<file path="src/hw/rtl/sfpc_pkg.sv">
// ----------------------------------------------------------------------------
// Front panel controller package
// Shared types, codes, constants and small lookup functions of the front
// panel controller.
// ----------------------------------------------------------------------------
`default_nettype none

package sfpc_pkg;

  localparam int KNOB_W      = 12;
  localparam int NUM_KNOBS   = 5;
  localparam int SUM_W       = 16;
  localparam int NUM_BTNS    = 4;
  localparam int SAMPLES_DEF = 10;

  localparam int KNOB_TIME   = 0;
  localparam int KNOB_VOLT   = 1;
  localparam int KNOB_TRIG   = 2;
  localparam int KNOB_FREQ_A = 3;
  localparam int KNOB_FREQ_B = 4;

  localparam int BTN_SCROLL = 0;
  localparam int BTN_SELECT = 1;
  localparam int BTN_LEFT   = 2;
  localparam int BTN_RIGHT  = 3;

  localparam int TRIG_SPAN        = 62 - 1;
  localparam int TIME_STEPS       = 6;
  localparam int FREQ_BASE        = 50;
  localparam int FREQ_SPAN        = 20000 - 50;
  localparam int FREQ_STEP        = 50;
  localparam int FREQ_RECIP_SHIFT = 22;
  localparam int FREQ_RECIP       = (2 ** FREQ_RECIP_SHIFT + FREQ_STEP - 1) / FREQ_STEP;

  localparam logic [4:0] OFFSET_MIN = 5'd1;
  localparam logic [4:0] OFFSET_MAX = 5'd30;

  localparam logic [1:0] WAVE_FIRST  = 2'd0;
  localparam logic [1:0] WAVE_SECOND = 2'd1;
  localparam logic [1:0] WAVE_THIRD  = 2'd2;

  typedef enum logic [2:0] {
    SCR_MENU0 = 3'd0,
    SCR_MENU1 = 3'd1,
    SCR_MENU2 = 3'd2,
    SCR_SCOPE = 3'd3,
    SCR_GEN   = 3'd4,
    SCR_ABOUT = 3'd5
  } screen_t;

  typedef struct packed {
    logic              scroll_level;
    logic              select_level;
    logic              left_level;
    logic              right_level;
    logic [KNOB_W-1:0] knob_time;
    logic [KNOB_W-1:0] knob_volt;
    logic [KNOB_W-1:0] knob_trig;
    logic [KNOB_W-1:0] knob_freq_a;
    logic [KNOB_W-1:0] knob_freq_b;
  } round_t;

  typedef struct packed {
    screen_t           screen;
    logic [1:0]        wave_a;
    logic [1:0]        wave_b;
    logic [4:0]        trace_offset;
    logic [5:0]        trigger_level;
    logic [2:0]        volt_div;
    logic [2:0]        time_div_index;
    logic [6:0]        sample_skip;
    logic [14:0]       freq_a;
    logic [14:0]       freq_b;
    logic [KNOB_W-1:0] amp_a;
    logic [KNOB_W-1:0] amp_b;
  } panel_t;

  typedef struct packed {
    logic [NUM_KNOBS-1:0][KNOB_W-1:0] mean;
    screen_t                          screen;
    logic [1:0]                       wave_a;
    logic [1:0]                       wave_b;
    logic [4:0]                       offset;
  } mean_t;

  typedef struct packed {
    screen_t           screen;
    logic [1:0]        wave_a;
    logic [1:0]        wave_b;
    logic [4:0]        offset;
    logic [5:0]        trig;
    logic [2:0]        volt;
    logic [2:0]        tdiv;
    logic [14:0]       freq_raw_a;
    logic [14:0]       freq_raw_b;
    logic [KNOB_W-1:0] amp_a;
    logic [KNOB_W-1:0] amp_b;
  } scaled_t;

  function automatic logic [1:0] next_wave(input logic [1:0] w);
    logic [1:0] r;
    case (w)
      WAVE_FIRST:  r = WAVE_SECOND;
      WAVE_SECOND: r = WAVE_THIRD;
      default:     r = WAVE_FIRST;
    endcase
    return r;
  endfunction

  function automatic logic [6:0] skip_for_index(input logic [2:0] idx);
    logic [6:0] r;
    case (idx)
      3'd0:    r = 7'd1;
      3'd1:    r = 7'd5;
      3'd2:    r = 7'd10;
      3'd3:    r = 7'd19;
      3'd4:    r = 7'd48;
      default: r = 7'd96;
    endcase
    return r;
  endfunction

endpackage

`default_nettype wire

</file>
<file path="src/hw/rtl/sfpc_front.sv">
// ----------------------------------------------------------------------------
// Front panel input stage
// Registers each sampling round, sums the knob samples over a block of
// rounds, takes the mean on the last round and handles the button edges.
// ----------------------------------------------------------------------------
`default_nettype none

module sfpc_front import sfpc_pkg::*; #(
  parameter int SAMPLES = SAMPLES_DEF
) (
  input  wire logic   clk,
  input  wire logic   rst,
  input  wire round_t round,
  input  wire logic   round_valid,
  output logic        round_stall,
  output mean_t       stage,
  output logic        stage_valid,
  input  wire logic   stage_free
);

  localparam int CNT_W       = $clog2(SAMPLES + 1);
  localparam int RECIP_SHIFT = SUM_W + CNT_W;
  localparam int RECIP_W     = RECIP_SHIFT + 1;
  localparam int PROD_W      = SUM_W + RECIP_W;
  localparam int RECIP       = (2 ** RECIP_SHIFT + SAMPLES - 1) / SAMPLES;
  localparam logic [RECIP_W-1:0] RECIP_L = RECIP_W'(RECIP);

  round_t                           held;
  logic                             held_valid;
  logic                             take;
  logic                             last;
  logic [CNT_W-1:0]                 round_count;
  logic [NUM_KNOBS-1:0][SUM_W-1:0]  sums;
  logic [NUM_KNOBS-1:0][SUM_W-1:0]  total;
  logic [NUM_KNOBS-1:0][KNOB_W-1:0] knobs;
  logic [NUM_KNOBS-1:0][PROD_W-1:0] prod;
  logic [NUM_BTNS-1:0]              prev_levels;
  logic [NUM_BTNS-1:0]              levels;
  logic [NUM_BTNS-1:0]              fall;
  screen_t                          screen_reg;
  screen_t                          screen_scroll;
  screen_t                          screen_next;
  logic [1:0]                       wave_a_reg;
  logic [1:0]                       wave_a_next;
  logic [1:0]                       wave_b_reg;
  logic [1:0]                       wave_b_next;
  logic [4:0]                       offset_reg;
  logic [4:0]                       offset_next;
  mean_t                            stage_next;

  assign round_stall = held_valid && !stage_free;
  assign take        = held_valid && stage_free;
  assign last        = round_count == CNT_W'(SAMPLES - 1);

  always_ff @(posedge clk) begin
    if (rst) begin
      held_valid <= 1'b0;
    end else if (!round_stall) begin
      held_valid <= round_valid;
    end
    if (!round_stall && round_valid) begin
      held <= round;
    end
  end

  assign knobs[KNOB_TIME]   = held.knob_time;
  assign knobs[KNOB_VOLT]   = held.knob_volt;
  assign knobs[KNOB_TRIG]   = held.knob_trig;
  assign knobs[KNOB_FREQ_A] = held.knob_freq_a;
  assign knobs[KNOB_FREQ_B] = held.knob_freq_b;

  always_comb begin
    for (int i = 0; i < NUM_KNOBS; i++) begin
      total[i] = sums[i] + SUM_W'(knobs[i]);
      prod[i]  = PROD_W'(total[i]) * PROD_W'(RECIP_L);
    end
  end

  assign levels = {held.right_level, held.left_level, held.select_level, held.scroll_level};
  assign fall   = prev_levels & ~levels;

  always_comb begin
    screen_scroll = screen_reg;
    if (fall[BTN_SCROLL]) begin
      case (screen_reg)
        SCR_MENU0: screen_scroll = SCR_MENU1;
        SCR_MENU1: screen_scroll = SCR_MENU2;
        SCR_MENU2: screen_scroll = SCR_MENU0;
        default:   screen_scroll = screen_reg;
      endcase
    end
    screen_next = screen_scroll;
    if (fall[BTN_SELECT]) begin
      case (screen_scroll)
        SCR_MENU0: screen_next = SCR_SCOPE;
        SCR_MENU1: screen_next = SCR_GEN;
        SCR_MENU2: screen_next = SCR_ABOUT;
        SCR_SCOPE: screen_next = SCR_MENU0;
        SCR_GEN:   screen_next = SCR_MENU1;
        SCR_ABOUT: screen_next = SCR_MENU2;
        default:   screen_next = SCR_MENU0;
      endcase
    end
    wave_a_next = wave_a_reg;
    wave_b_next = wave_b_reg;
    offset_next = offset_reg;
    if (fall[BTN_LEFT]) begin
      if (screen_next == SCR_GEN) begin
        wave_a_next = next_wave(wave_a_reg);
      end else if (screen_next == SCR_SCOPE && offset_next < OFFSET_MAX) begin
        offset_next = offset_next + 5'd1;
      end
    end
    if (fall[BTN_RIGHT]) begin
      if (screen_next == SCR_GEN) begin
        wave_b_next = next_wave(wave_b_reg);
      end else if (screen_next == SCR_SCOPE && offset_next > OFFSET_MIN) begin
        offset_next = offset_next - 5'd1;
      end
    end
  end

  always_comb begin
    for (int i = 0; i < NUM_KNOBS; i++) begin
      stage_next.mean[i] = prod[i][RECIP_SHIFT +: KNOB_W];
    end
    stage_next.screen = screen_next;
    stage_next.wave_a = wave_a_next;
    stage_next.wave_b = wave_b_next;
    stage_next.offset = offset_next;
  end

  always_ff @(posedge clk) begin
    if (rst) begin
      sums        <= '0;
      round_count <= '0;
      prev_levels <= '1;
      screen_reg  <= SCR_MENU0;
      wave_a_reg  <= WAVE_FIRST;
      wave_b_reg  <= WAVE_FIRST;
      offset_reg  <= OFFSET_MIN;
    end else if (take) begin
      if (last) begin
        sums        <= '0;
        round_count <= '0;
        prev_levels <= levels;
        screen_reg  <= screen_next;
        wave_a_reg  <= wave_a_next;
        wave_b_reg  <= wave_b_next;
        offset_reg  <= offset_next;
      end else begin
        sums        <= total;
        round_count <= round_count + CNT_W'(1);
      end
    end
  end

  always_ff @(posedge clk) begin
    if (rst) begin
      stage_valid <= 1'b0;
    end else if (stage_free) begin
      stage_valid <= take && last;
    end
    if (take && last) begin
      stage <= stage_next;
    end
  end

`ifndef SYNTHESIS
  a_last_loads_stage: assert property (@(posedge clk) disable iff (rst)
    take && last |=> stage_valid)
    else $error("Last round of a block did not load the mean stage.");

  a_count_in_block: assert property (@(posedge clk) disable iff (rst)
    round_count <= CNT_W'(SAMPLES - 1))
    else $error("Round counter ran past the end of a block.");
`endif

endmodule

`default_nettype wire

</file>
<file path="src/hw/rtl/sfpc_scale.sv">
// ----------------------------------------------------------------------------
// Front panel scaling stage
// Maps the knob means onto trigger level, voltage division, time division
// index, raw generator frequencies and amplitudes.
// ----------------------------------------------------------------------------
`default_nettype none

module sfpc_scale import sfpc_pkg::*; (
  input  wire logic  clk,
  input  wire logic  rst,
  input  wire mean_t stage,
  input  wire logic  stage_valid,
  output logic       stage_free,
  output scaled_t    scaled,
  output logic       scaled_valid,
  input  wire logic  scaled_free
);

  logic [17:0] trig_prod;
  logic [14:0] time_prod;
  logic [26:0] freq_a_prod;
  logic [26:0] freq_b_prod;
  scaled_t     scaled_next;

  assign stage_free = !stage_valid || scaled_free;

  assign trig_prod   = 18'(stage.mean[KNOB_TRIG]) * 18'(TRIG_SPAN);
  assign time_prod   = 15'(stage.mean[KNOB_TIME]) * 15'(TIME_STEPS);
  assign freq_a_prod = 27'(stage.mean[KNOB_FREQ_A]) * 27'(FREQ_SPAN);
  assign freq_b_prod = 27'(stage.mean[KNOB_FREQ_B]) * 27'(FREQ_SPAN);

  always_comb begin
    scaled_next.screen     = stage.screen;
    scaled_next.wave_a     = stage.wave_a;
    scaled_next.wave_b     = stage.wave_b;
    scaled_next.offset     = stage.offset;
    scaled_next.trig       = 6'd1 + trig_prod[17:12];
    scaled_next.volt       = 3'd1 + {1'b0, stage.mean[KNOB_VOLT][11:10]};
    scaled_next.tdiv       = time_prod[14:12];
    scaled_next.freq_raw_a = 15'(FREQ_BASE) + freq_a_prod[26:12];
    scaled_next.freq_raw_b = 15'(FREQ_BASE) + freq_b_prod[26:12];
    scaled_next.amp_a      = stage.mean[KNOB_VOLT];
    scaled_next.amp_b      = stage.mean[KNOB_TRIG];
  end

  always_ff @(posedge clk) begin
    if (rst) begin
      scaled_valid <= 1'b0;
    end else if (scaled_free) begin
      scaled_valid <= stage_valid;
    end
    if (stage_valid && scaled_free) begin
      scaled <= scaled_next;
    end
  end

endmodule

`default_nettype wire

</file>
<file path="src/hw/rtl/sfpc_settle.sv">
// ----------------------------------------------------------------------------
// Front panel settings stage
// Rounds the generator frequencies down to whole steps, updates the held
// scope or generator settings for the current mode and registers the result.
// ----------------------------------------------------------------------------
`default_nettype none

module sfpc_settle import sfpc_pkg::*; (
  input  wire logic    clk,
  input  wire logic    rst,
  input  wire scaled_t scaled,
  input  wire logic    scaled_valid,
  output logic         scaled_free,
  output panel_t       panel,
  output logic         panel_valid,
  input  wire logic    panel_stall
);

  localparam logic [16:0] FREQ_RECIP_L = 17'(FREQ_RECIP);

  logic              out_free;
  logic              take;
  logic [31:0]       quot_a_prod;
  logic [31:0]       quot_b_prod;
  logic [9:0]        quot_a;
  logic [9:0]        quot_b;
  logic [14:0]       freq_a_round;
  logic [14:0]       freq_b_round;
  logic [5:0]        trig_reg;
  logic [5:0]        trig_next;
  logic [2:0]        volt_reg;
  logic [2:0]        volt_next;
  logic [2:0]        tdiv_reg;
  logic [2:0]        tdiv_next;
  logic [14:0]       freq_a_reg;
  logic [14:0]       freq_a_next;
  logic [14:0]       freq_b_reg;
  logic [14:0]       freq_b_next;
  logic [KNOB_W-1:0] amp_a_reg;
  logic [KNOB_W-1:0] amp_a_next;
  logic [KNOB_W-1:0] amp_b_reg;
  logic [KNOB_W-1:0] amp_b_next;
  panel_t            panel_next;

  assign out_free    = !panel_valid || !panel_stall;
  assign scaled_free = !scaled_valid || out_free;
  assign take        = scaled_valid && out_free;

  assign quot_a_prod  = 32'(scaled.freq_raw_a) * 32'(FREQ_RECIP_L);
  assign quot_b_prod  = 32'(scaled.freq_raw_b) * 32'(FREQ_RECIP_L);
  assign quot_a       = quot_a_prod[FREQ_RECIP_SHIFT +: 10];
  assign quot_b       = quot_b_prod[FREQ_RECIP_SHIFT +: 10];
  assign freq_a_round = {quot_a, 5'b0} + {1'b0, quot_a, 4'b0} + {4'b0, quot_a, 1'b0};
  assign freq_b_round = {quot_b, 5'b0} + {1'b0, quot_b, 4'b0} + {4'b0, quot_b, 1'b0};

  always_comb begin
    trig_next   = trig_reg;
    volt_next   = volt_reg;
    tdiv_next   = tdiv_reg;
    freq_a_next = freq_a_reg;
    freq_b_next = freq_b_reg;
    amp_a_next  = amp_a_reg;
    amp_b_next  = amp_b_reg;
    if (scaled.screen == SCR_SCOPE) begin
      trig_next = scaled.trig;
      volt_next = scaled.volt;
      tdiv_next = scaled.tdiv;
    end else if (scaled.screen == SCR_GEN) begin
      freq_a_next = freq_a_round;
      freq_b_next = freq_b_round;
      amp_a_next  = scaled.amp_a;
      amp_b_next  = scaled.amp_b;
    end
  end

  always_comb begin
    panel_next.screen         = scaled.screen;
    panel_next.wave_a         = scaled.wave_a;
    panel_next.wave_b         = scaled.wave_b;
    panel_next.trace_offset   = scaled.offset;
    panel_next.trigger_level  = trig_next;
    panel_next.volt_div       = volt_next;
    panel_next.time_div_index = tdiv_next;
    panel_next.sample_skip    = skip_for_index(tdiv_next);
    panel_next.freq_a         = freq_a_next;
    panel_next.freq_b         = freq_b_next;
    panel_next.amp_a          = amp_a_next;
    panel_next.amp_b          = amp_b_next;
  end

  always_ff @(posedge clk) begin
    if (rst) begin
      trig_reg   <= 6'd1;
      volt_reg   <= 3'd1;
      tdiv_reg   <= 3'd0;
      freq_a_reg <= 15'(FREQ_BASE);
      freq_b_reg <= 15'(FREQ_BASE);
      amp_a_reg  <= '0;
      amp_b_reg  <= '0;
    end else if (take) begin
      trig_reg   <= trig_next;
      volt_reg   <= volt_next;
      tdiv_reg   <= tdiv_next;
      freq_a_reg <= freq_a_next;
      freq_b_reg <= freq_b_next;
      amp_a_reg  <= amp_a_next;
      amp_b_reg  <= amp_b_next;
    end
  end

  always_ff @(posedge clk) begin
    if (rst) begin
      panel_valid <= 1'b0;
    end else if (out_free) begin
      panel_valid <= scaled_valid;
    end
    if (take) begin
      panel <= panel_next;
    end
  end

endmodule

`default_nettype wire

</file>
<file path="src/hw/rtl/scope_front_panel_controller_unit.sv">
// ----------------------------------------------------------------------------
// Scope front panel controller
// Top level: turns knob and button sampling rounds into panel settings.
// ----------------------------------------------------------------------------
// One sampling round is accepted every clock cycle while round_stall is low,
// and every SAMPLES-th round produces one panel transaction: the round is
// taken into the input register, then passes the mean register, the scaling
// register and the output register. Each of these stages multiplies only by
// constants, and every stage advances as soon as the next one is empty or
// moving, so the sustained rate is one round per cycle while the panel side
// keeps taking transactions. Buttons are sampled only on the last round of
// each block, and the settings of the mode that is not shown hold their
// last values.
`default_nettype none

module scope_front_panel_controller_unit import sfpc_pkg::*; #(
  parameter int SAMPLES = SAMPLES_DEF
) (
  input  wire logic   clk,
  input  wire logic   rst,
  input  wire round_t round,
  input  wire logic   round_valid,
  output logic        round_stall,
  output panel_t      panel,
  output logic        panel_valid,
  input  wire logic   panel_stall
);

  mean_t   stage;
  logic    stage_valid;
  logic    stage_free;
  scaled_t scaled;
  logic    scaled_valid;
  logic    scaled_free;

  sfpc_front #(
    .SAMPLES(SAMPLES)
  ) u_front (
    .clk        (clk),
    .rst        (rst),
    .round      (round),
    .round_valid(round_valid),
    .round_stall(round_stall),
    .stage      (stage),
    .stage_valid(stage_valid),
    .stage_free (stage_free)
  );

  sfpc_scale u_scale (
    .clk         (clk),
    .rst         (rst),
    .stage       (stage),
    .stage_valid (stage_valid),
    .stage_free  (stage_free),
    .scaled      (scaled),
    .scaled_valid(scaled_valid),
    .scaled_free (scaled_free)
  );

  sfpc_settle u_settle (
    .clk         (clk),
    .rst         (rst),
    .scaled      (scaled),
    .scaled_valid(scaled_valid),
    .scaled_free (scaled_free),
    .panel       (panel),
    .panel_valid (panel_valid),
    .panel_stall (panel_stall)
  );

`ifndef SYNTHESIS
  a_stall_needs_full_stage: assert property (@(posedge clk) disable iff (rst)
    round_stall |-> stage_valid)
    else $error("Input stalled while the mean stage was empty.");

  a_result_from_pipeline: assert property (@(posedge clk) disable iff (rst)
    $rose(panel_valid) |-> $past(scaled_valid))
    else $error("Panel transaction appeared without a scaled item behind it.");

  a_offset_range: assert property (@(posedge clk) disable iff (rst)
    panel_valid |-> panel.trace_offset >= OFFSET_MIN && panel.trace_offset <= OFFSET_MAX)
    else $error("Trace offset left its saturation range.");
`endif

endmodule

`default_nettype wire

</file>
<file path="config.mk">
export PLATFORM = sky130hd
export DESIGN_NAME = scope_front_panel_controller_unit
export DESIGN_NICKNAME = d
export VERILOG_FILES = /design/src/hw/rtl/sfpc_pkg.sv /design/src/hw/rtl/sfpc_front.sv /design/src/hw/rtl/sfpc_scale.sv /design/src/hw/rtl/sfpc_settle.sv /design/src/hw/rtl/scope_front_panel_controller_unit.sv
export SDC_FILE = /design/constraint.sdc
export NUM_CORES = 2
export LEC_CHECK = 0
export ABC_AREA = 1
export BUFFER_PORTS_ARGS = -buffer_cell sky130_fd_sc_hd__buf_2
export CORE_MARGIN = 5
export CORE_UTILIZATION = 40
export DETAILED_ROUTE_END_ITERATION = 16
export PLACE_DENSITY = 0.55
export SYNTH_ARGS = -nofsm -noshare
export SYNTH_HDL_FRONTEND = slang
export SYNTH_SLANG_ARGS = --single-unit
</file>
<file path="constraint.sdc">
create_clock -name clk -period 10.15 [get_ports clk]
set_input_delay 2.03 -clock clk [delete_from_list [all_inputs] [get_ports clk]]
set_output_delay 2.03 -clock clk [all_outputs]
set_load 0.02 [all_outputs]
</file>
After elaboration in Yosys (flattened, before gate mapping)
Index checks and enable logic that the tools add are counted. Widths: inputs -> output; s select.

Multipliers: 11. Bitwise logic cells: 2. Equal/unequal tests: 17. Reductions and logical operators: 23. Add/subtract/negate cells: 16. Order comparisons: 2. Multiplexer cells: 30.

Operators with widths (number): $mul 16x16->31 const B (5); $add 16x12->16 (5); $mux 80 (1); $mul 15x17->32 const B (2); $mux 15 (4); $mul 12x14->26 const B (2); $mux 12 (4); $pmux 7 s5 (1); $add 15x11->15 (2); $add 15x14->15 (2); $add 6x15->15 const A (2); $mux 5 (6); $eq 3x2->1 const B (6); $mul 12x6->18 const B (1); $eq 3x3->1 const B (5); $pmux 3 s5 (1); $mul 12x2->14 const B (1); $mux 3 (4); $eq 3x1->1 const B (3); $logic_not 3->1 (3); $pmux 3 s3 (1); $logic_and 1x1->1 (8); $mux 2 (4); $pmux 2 s2 (2); other kinds (17) (26).

Bits of input ports: 68. Register bits after elaboration: 469. Logic and storage cells: 164.

Logic depth before layout (Yosys ltp)
Depth in word-level cells: 16. Gate-level depth with buffers: 39. Depth with buffers taken out: 39.

By module
From an unflattened synthesis, not the netlist that was laid out.

Cell total of the unflattened synthesis: 7562. Area, all modules: 64561.9 um^2.

By module, submodules not included: sfpc_front (cells an instance 3823, instances 1, area each 34073.9 um^2); sfpc_settle (cells an instance 2191, instances 1, area each 17664.4 um^2); sfpc_scale (cells an instance 1548, instances 1, area each 12823.5 um^2).

Worst setup path after synthesis
No wires, ideal clock.

Path kind: register to register. Start point: reg, netlist name u_scale.scaled[43]. End point: reg, netlist name u_settle.panel[53]. Cell stages (with the launch flop): 36. Required time: 9.881 ns. Library setup time: 0.269 ns. Data arrival time: 7.081 ns. Buffers on the path: 0. Path slack: 2.801 ns. Path through: edfxtp_1 > fa_1 > inv_1 > fa_1 > inv_1 > fa_1 > fa_1 > fa_1 > inv_1 > fa_1 > inv_1 > ha_1 > nand2_1 > inv_1 > nand3_1 > nor3_1 > nand2_1 > o211ai_1 > nand2_1 > o211ai_1 > xnor2_1 > inv_1 > ha_1 > a21o_1 > ha_1 > a21oi_1 > nand2_1 > a21oi_1 > o21bai_1 > nand2_1 > nand2_1 > a21oi_1 > o21ai_0 > a21oi_1 > xor2_1 > o21ai_0.

Longest elaborated chain between the ends: 5.

RTL lines: $mul 15x17->32 (*) (line sfpc_settle.sv:49) `assign quot_a_prod = 32'(scaled.freq_raw_a) * 32'(FREQ_RECIP_L);`; $add 15x14->15 (line sfpc_settle.sv:53) `assign freq_a_round = {quot_a, 5'b0} + {1'b0, quot_a, 4'b0} + {4'b0, quot_a, 1'b0};`; $add 15x11->15 (*) (line sfpc_settle.sv:53); $mux 15 (*) (line sfpc_settle.sv:68) `end else if (scaled.screen == SCR_GEN) begin`; $mux 15 (*) (line sfpc_settle.sv:64) `if (scaled.screen == SCR_SCOPE) begin`; named net u_settle.freq_a_next[14] (line sfpc_settle.sv:36) `logic [14:0] freq_a_next;`.

The timed path passes the listed nets; every way through them passes the cells marked *. A chain may end at the register's enable or synchronous reset.

Worst setup path after layout
Start point: reg, netlist name u_scale.scaled[43]. End point: reg, netlist name u_settle.panel[53].

Longest elaborated chain between the ends: 5.

RTL lines (line): $mul 15x17->32 (*) (sfpc_settle.sv:49); $add 15x14->15 (sfpc_settle.sv:53); $add 15x11->15 (*) (sfpc_settle.sv:53); $mux 15 (*) (sfpc_settle.sv:68); $mux 15 (*) (sfpc_settle.sv:64); named net u_settle.freq_a_next[14] (sfpc_settle.sv:36).

Marked as above.

==> metrics.txt <==
# TYPE chip_impl_metric gauge
chip_impl_metric{name="post-dp-hpwl",unit="µm"} 120000
chip_impl_metric{name="floorplan.initialDensity",unit="%"} 40.2
chip_impl_info{name="critical_path.reg2reg.endpoint",value="u_settle.panel[53]"} 1
chip_impl_info{name="r2r-start",value="u_scale.scaled[43]"} 1
chip_impl_info{name="hp-class",value="flop to flop"} 1
chip_impl_metric{name="worst_ep_required_time",unit="ns"} 10.57
chip_impl_metric{name="vias_per_cell",unit=""} 4.83
chip_impl_info{name="crit_end_category",value="flop"} 1
chip_impl_metric{name="syn_area_per_cell",unit="µm²"} 9.26
chip_impl_metric{name="routed-via-count",unit=""} 42754
chip_impl_metric{name="min_period",unit="ns"} 7.96
chip_impl_metric{name="holdPathStages",unit=""} 0
chip_impl_metric{name="port_buffers",unit=""} 154
chip_impl_metric{name="grt_first_pass_wirelength",unit="µm"} 235000
chip_impl_metric{name="cts_sinks",unit=""} 469
chip_impl_metric{name="setup_viol_count_final",unit=""} 0
chip_impl_metric{name="worst_skew_pair.late_latency",unit="ns"} 0.69
chip_impl_metric{name="chipHeight",unit="µm"} 401
chip_impl_info{name="crit_type",value="flop to flop"} 1
chip_impl_metric{name="grt_start_max_net_pins",unit=""} 83
chip_impl_metric{name="area_delta_synth_final",unit="%"} 8.47
chip_impl_metric{name="die_w",unit="µm"} 401
chip_impl_info{name="cell_with_the_biggest_individual_delay_on_the_critical_path",value="fa_1"} 1
chip_impl_metric{name="placed_area",unit="µm²"} 64400
chip_impl_metric{name="cts_made_buffers",unit=""} 56
chip_impl_metric{name="timing.slew.headroom",unit="%"} 27.5
chip_impl_metric{name="dieArea",unit="µm²"} 161000
chip_impl_metric{name="syn_inst",unit=""} 6598
chip_impl_metric{name="ctsLongestPathBuffers",unit=""} 3
chip_impl_metric{name="cts_hold_repair.buffers",unit=""} 0
chip_impl_metric{name="synth.net_count",unit=""} 8579
chip_impl_metric{name="max_ffs_per_register",unit=""} 85
chip_impl_metric{name="synth.distinct_cells",unit=""} 59
chip_impl_metric{name="detail_route.wl_per_cell",unit="µm"} 16.0
chip_impl_metric{name="placedCellCount",unit=""} 8740
chip_impl_metric{name="cts_htree_levels",unit=""} 2
chip_impl_metric{name="worst_pin_slew",unit="ns"} 1.09
chip_impl_metric{name="post_synth_instance_area",unit="µm²"} 61100
chip_impl_metric{name="synthesis_warnings",unit=""} 0
chip_impl_metric{name="fmaxAchievable",unit="MHz"} 126
chip_impl_info{name="startpoint_type",value="flop"} 1
chip_impl_metric{name="synth_edf_count",unit=""} 299
chip_impl_metric{name="dpl_worst_slack",unit="ns"} 2.08
chip_impl_metric{name="timing.max_cap.violations",unit=""} 0
chip_impl_info{name="result_of_the_run",value="finished clean"} 1
chip_impl_info{name="cts_tree",value="built"} 1
chip_impl_metric{name="globalRouteOverflowTotal",unit=""} 0
chip_impl_info{name="hold_end",value="u_scale.scaled[19]"} 1
chip_impl_metric{name="cts_resized",unit=""} 0
chip_impl_metric{name="core_area",unit="µm²"} 152000
chip_impl_metric{name="totalWireLength",unit="µm"} 142000
chip_impl_metric{name="clkTransAtPathRegs",unit="ns"} 0.07
chip_impl_info{name="grt.busiest_layer",value="met2"} 1
chip_impl_metric{name="met2_usage",unit="%"} 30.6
chip_impl_metric{name="instances_no_fill",unit=""} 8845
chip_impl_metric{name="finalClockSkew",unit="ns"} 0.0619
chip_impl_metric{name="final.setup.tns",unit="ns"} 0
chip_impl_info{name="timing.hold.worst.start",value="u_front.stage[31]"} 1
chip_impl_metric{name="gp_congestion",unit=""} 0.878
chip_impl_metric{name="worst_case_reg_to_reg_path_depth",unit=""} 34
chip_impl_metric{name="crit_path_max_fanout",unit=""} 8
chip_impl_info{name="layout_top_registers",value="u_settle.panel (85), u_front.sums (80), u_scale.scaled (78)"} 1
chip_impl_metric{name="number_of_search_and_repair_iterations_in_the_first_detailed_routing_pass",unit=""} 5
chip_impl_metric{name="report.final.slew_viol_count",unit=""} 0
chip_impl_metric{name="rows",unit=""} 143
chip_impl_metric{name="grt_util_met3",unit="%"} 2.12
chip_impl_metric{name="grt.met1_usage",unit="%"} 24.2
chip_impl_metric{name="post-route-period-util",unit="%"} 78.5
chip_impl_metric{name="share_of_layout_cells_above_drive_strength_1",unit="%"} 4.83
chip_impl_metric{name="ff_to_ff_setup_slack",unit="ns"} 2.19
chip_impl_info{name="postSynth.topFlopCell",value="edfxtp_1"} 1
chip_impl_metric{name="yosysSeqAreaShare",unit="%"} 20.3
chip_impl_metric{name="postCtsSetupBuffers",unit=""} 0
chip_impl_metric{name="stage_delay_of_the_slowest_cell_on_the_critical_path",unit="ns"} 0.61
chip_impl_metric{name="design.final.nets",unit=""} 8749
chip_impl_metric{name="design_area",unit="µm²"} 66300
chip_impl_metric{name="cp.arrival",unit="ns"} 8.38
chip_impl_metric{name="final_critical_path_setup_slack",unit="ns"} 2.19
chip_impl_metric{name="route.detailed.drc",unit=""} 0
chip_impl_info{name="unrepaired_setup_endpoints_after_global_routing",value="false"} 1
chip_impl_info{name="regMostFlops",value="u_settle.panel"} 1
chip_impl_metric{name="detailedRoute.firstIterationViolations",unit=""} 2013
chip_impl_metric{name="track_usage",unit="%"} 17.8
chip_impl_metric{name="antenna_violations_before_repair",unit=""} 3
chip_impl_metric{name="detail-route-antenna-nets",unit=""} 0
chip_impl_metric{name="vias_in_the_first_global_route",unit=""} 45157
chip_impl_metric{name="ys_ff_latch",unit=""} 469
chip_impl_info{name="clock_tree_root_buffer_cell",value="clkbuf_16"} 1
chip_impl_metric{name="pin_count",unit=""} 155
chip_impl_metric{name="synth_async_sr_flop_share",unit="%"} 0
chip_impl_metric{name="report.final.hold_viol_count",unit=""} 0
-- logic make-up (layout without fill, tap and decap cells) --
kind of cell | Yosys count | after routing | synth area share [%]
adder cells (fa/ha/maj) | 1913 | 1913 | 48.3
AND/OR/NAND/NOR | 1401 | 1401 | 9.58
flip-flops | 469 | 469 | 20.3
buffers and inverters | 1700 | 1916 | 10.5
XOR/XNOR | 237 | 237 | 3.43
other | 0 | 1 | 0
AO/OA/AOI/OAI | 878 | 878 | 7.93
-- Yosys cell counts, types with 9 or more instances --
library cell | count | area [µm²]
o21ai_0 | 216 | 1080
nand2_2 | 10 | 62.6
a21o_1 | 23 | 173
clkbuf_1 | 56 | 210
o31ai_1 | 12 | 90.1
or2_2 | 13 | 81.3
nor3_1 | 53 | 265
o211ai_1 | 22 | 165
nand3_1 | 134 | 671
a21oi_1 | 483 | 2420
a31oi_1 | 16 | 100
nor4_1 | 18 | 113
nand4_1 | 41 | 257
xnor2_1 | 61 | 534
edfxtp_1 | 299 | 8980
nor2_1 | 223 | 837
inv_1 | 1632 | 6130
nand2_1 | 880 | 3300
fa_1 | 745 | 14900
o21a_1 | 17 | 128
dfxtp_1 | 170 | 3400
ha_1 | 1168 | 14600
xor2_1 | 173 | 1520
a22oi_1 | 9 | 67.6
o21bai_1 | 28 | 210
-- critical path, delay by kind of cell, from the launching register on --
family / cells / cell delay [ns]
buffers and inverters: 6 / 0.36
AOI/OAI and AO/OA: 9 / 1.42
adders and majority gates: 9 / 3.95
DFF: 1 / 0.54
and+or+nand+nor: 7 / 0.64
xor gates and xnor gates: 3 / 0.85
-- through the flow --
stage,utilization (%),hold WS [ns]
after floorplan,-,0.400
after global placement,42.4,0.403
after detailed placement,42.4,0.405
after CTS,43.6,0.413
after global routing,43.6,0.420
final,43.6,0.411
-- cells in the final DEF (no fill, tap or decap), drive strengths merged, types with 173 or more instances in the layout --
| cell | n |
|---|---|
| inv | 1639 |
| ha | 1168 |
| nand2 | 893 |
| fa | 745 |
| a21oi | 485 |
| edfxtp | 299 |
| nor2 | 229 |
| o21ai | 224 |
| xor2 | 176 |
| buf | 173 |
-- how the worst max path moves through the flow --
| stage | endpoint | slack, ns | cells after the start | start |
|---|---|---|---|---|
| floorplan | u_settle.panel[53] | 2.80 | 35 | u_scale.scaled[43] |
| global route | u_settle.panel[53] | 1.56 | 34 | u_scale.scaled[43] |
| finish | u_settle.panel[53] | 2.19 | 34 | u_scale.scaled[43] |
| detailed placement | u_settle.panel[53] | 2.08 | 32 | u_scale.scaled[43] |
| CTS | u_settle.panel[53] | 2.13 | 32 | u_scale.scaled[43] |
| global placement | u_settle.panel[53] | 2.08 | 35 | u_scale.scaled[43] |
-- per-layer routing --
| metal | vias to the layer above | routed length [µm] |
|---|---|---|
| li1 | 21425 | - |
| met1 | 20555 | 66600 |
| met2 | 606 | 66500 |
| met3 | 164 | 4960 |
| met4 | 4 | 3420 |
| met5 | - | 19 |
-- area by class of cell --
| class | instances | area, µm² |
|---|---|---|
| inverters | 1639 | 6160 |
| fillers | 14796 | 85600 |
| flip-flops and latches | 469 | 12400 |
| diodes | 1 | 2.50 |
| multi-input cells | 4429 | 42400 |
| clock buffers | 64 | 1430 |
| clock inverters | 40 | 474 |
| repair buffers | 173 | 920 |
| well taps | 2030 | 2540 |
Power is left out: the tool's default activity adds up to more than one toggle a clock period on the data nets, which glitch-free logic cannot reach.
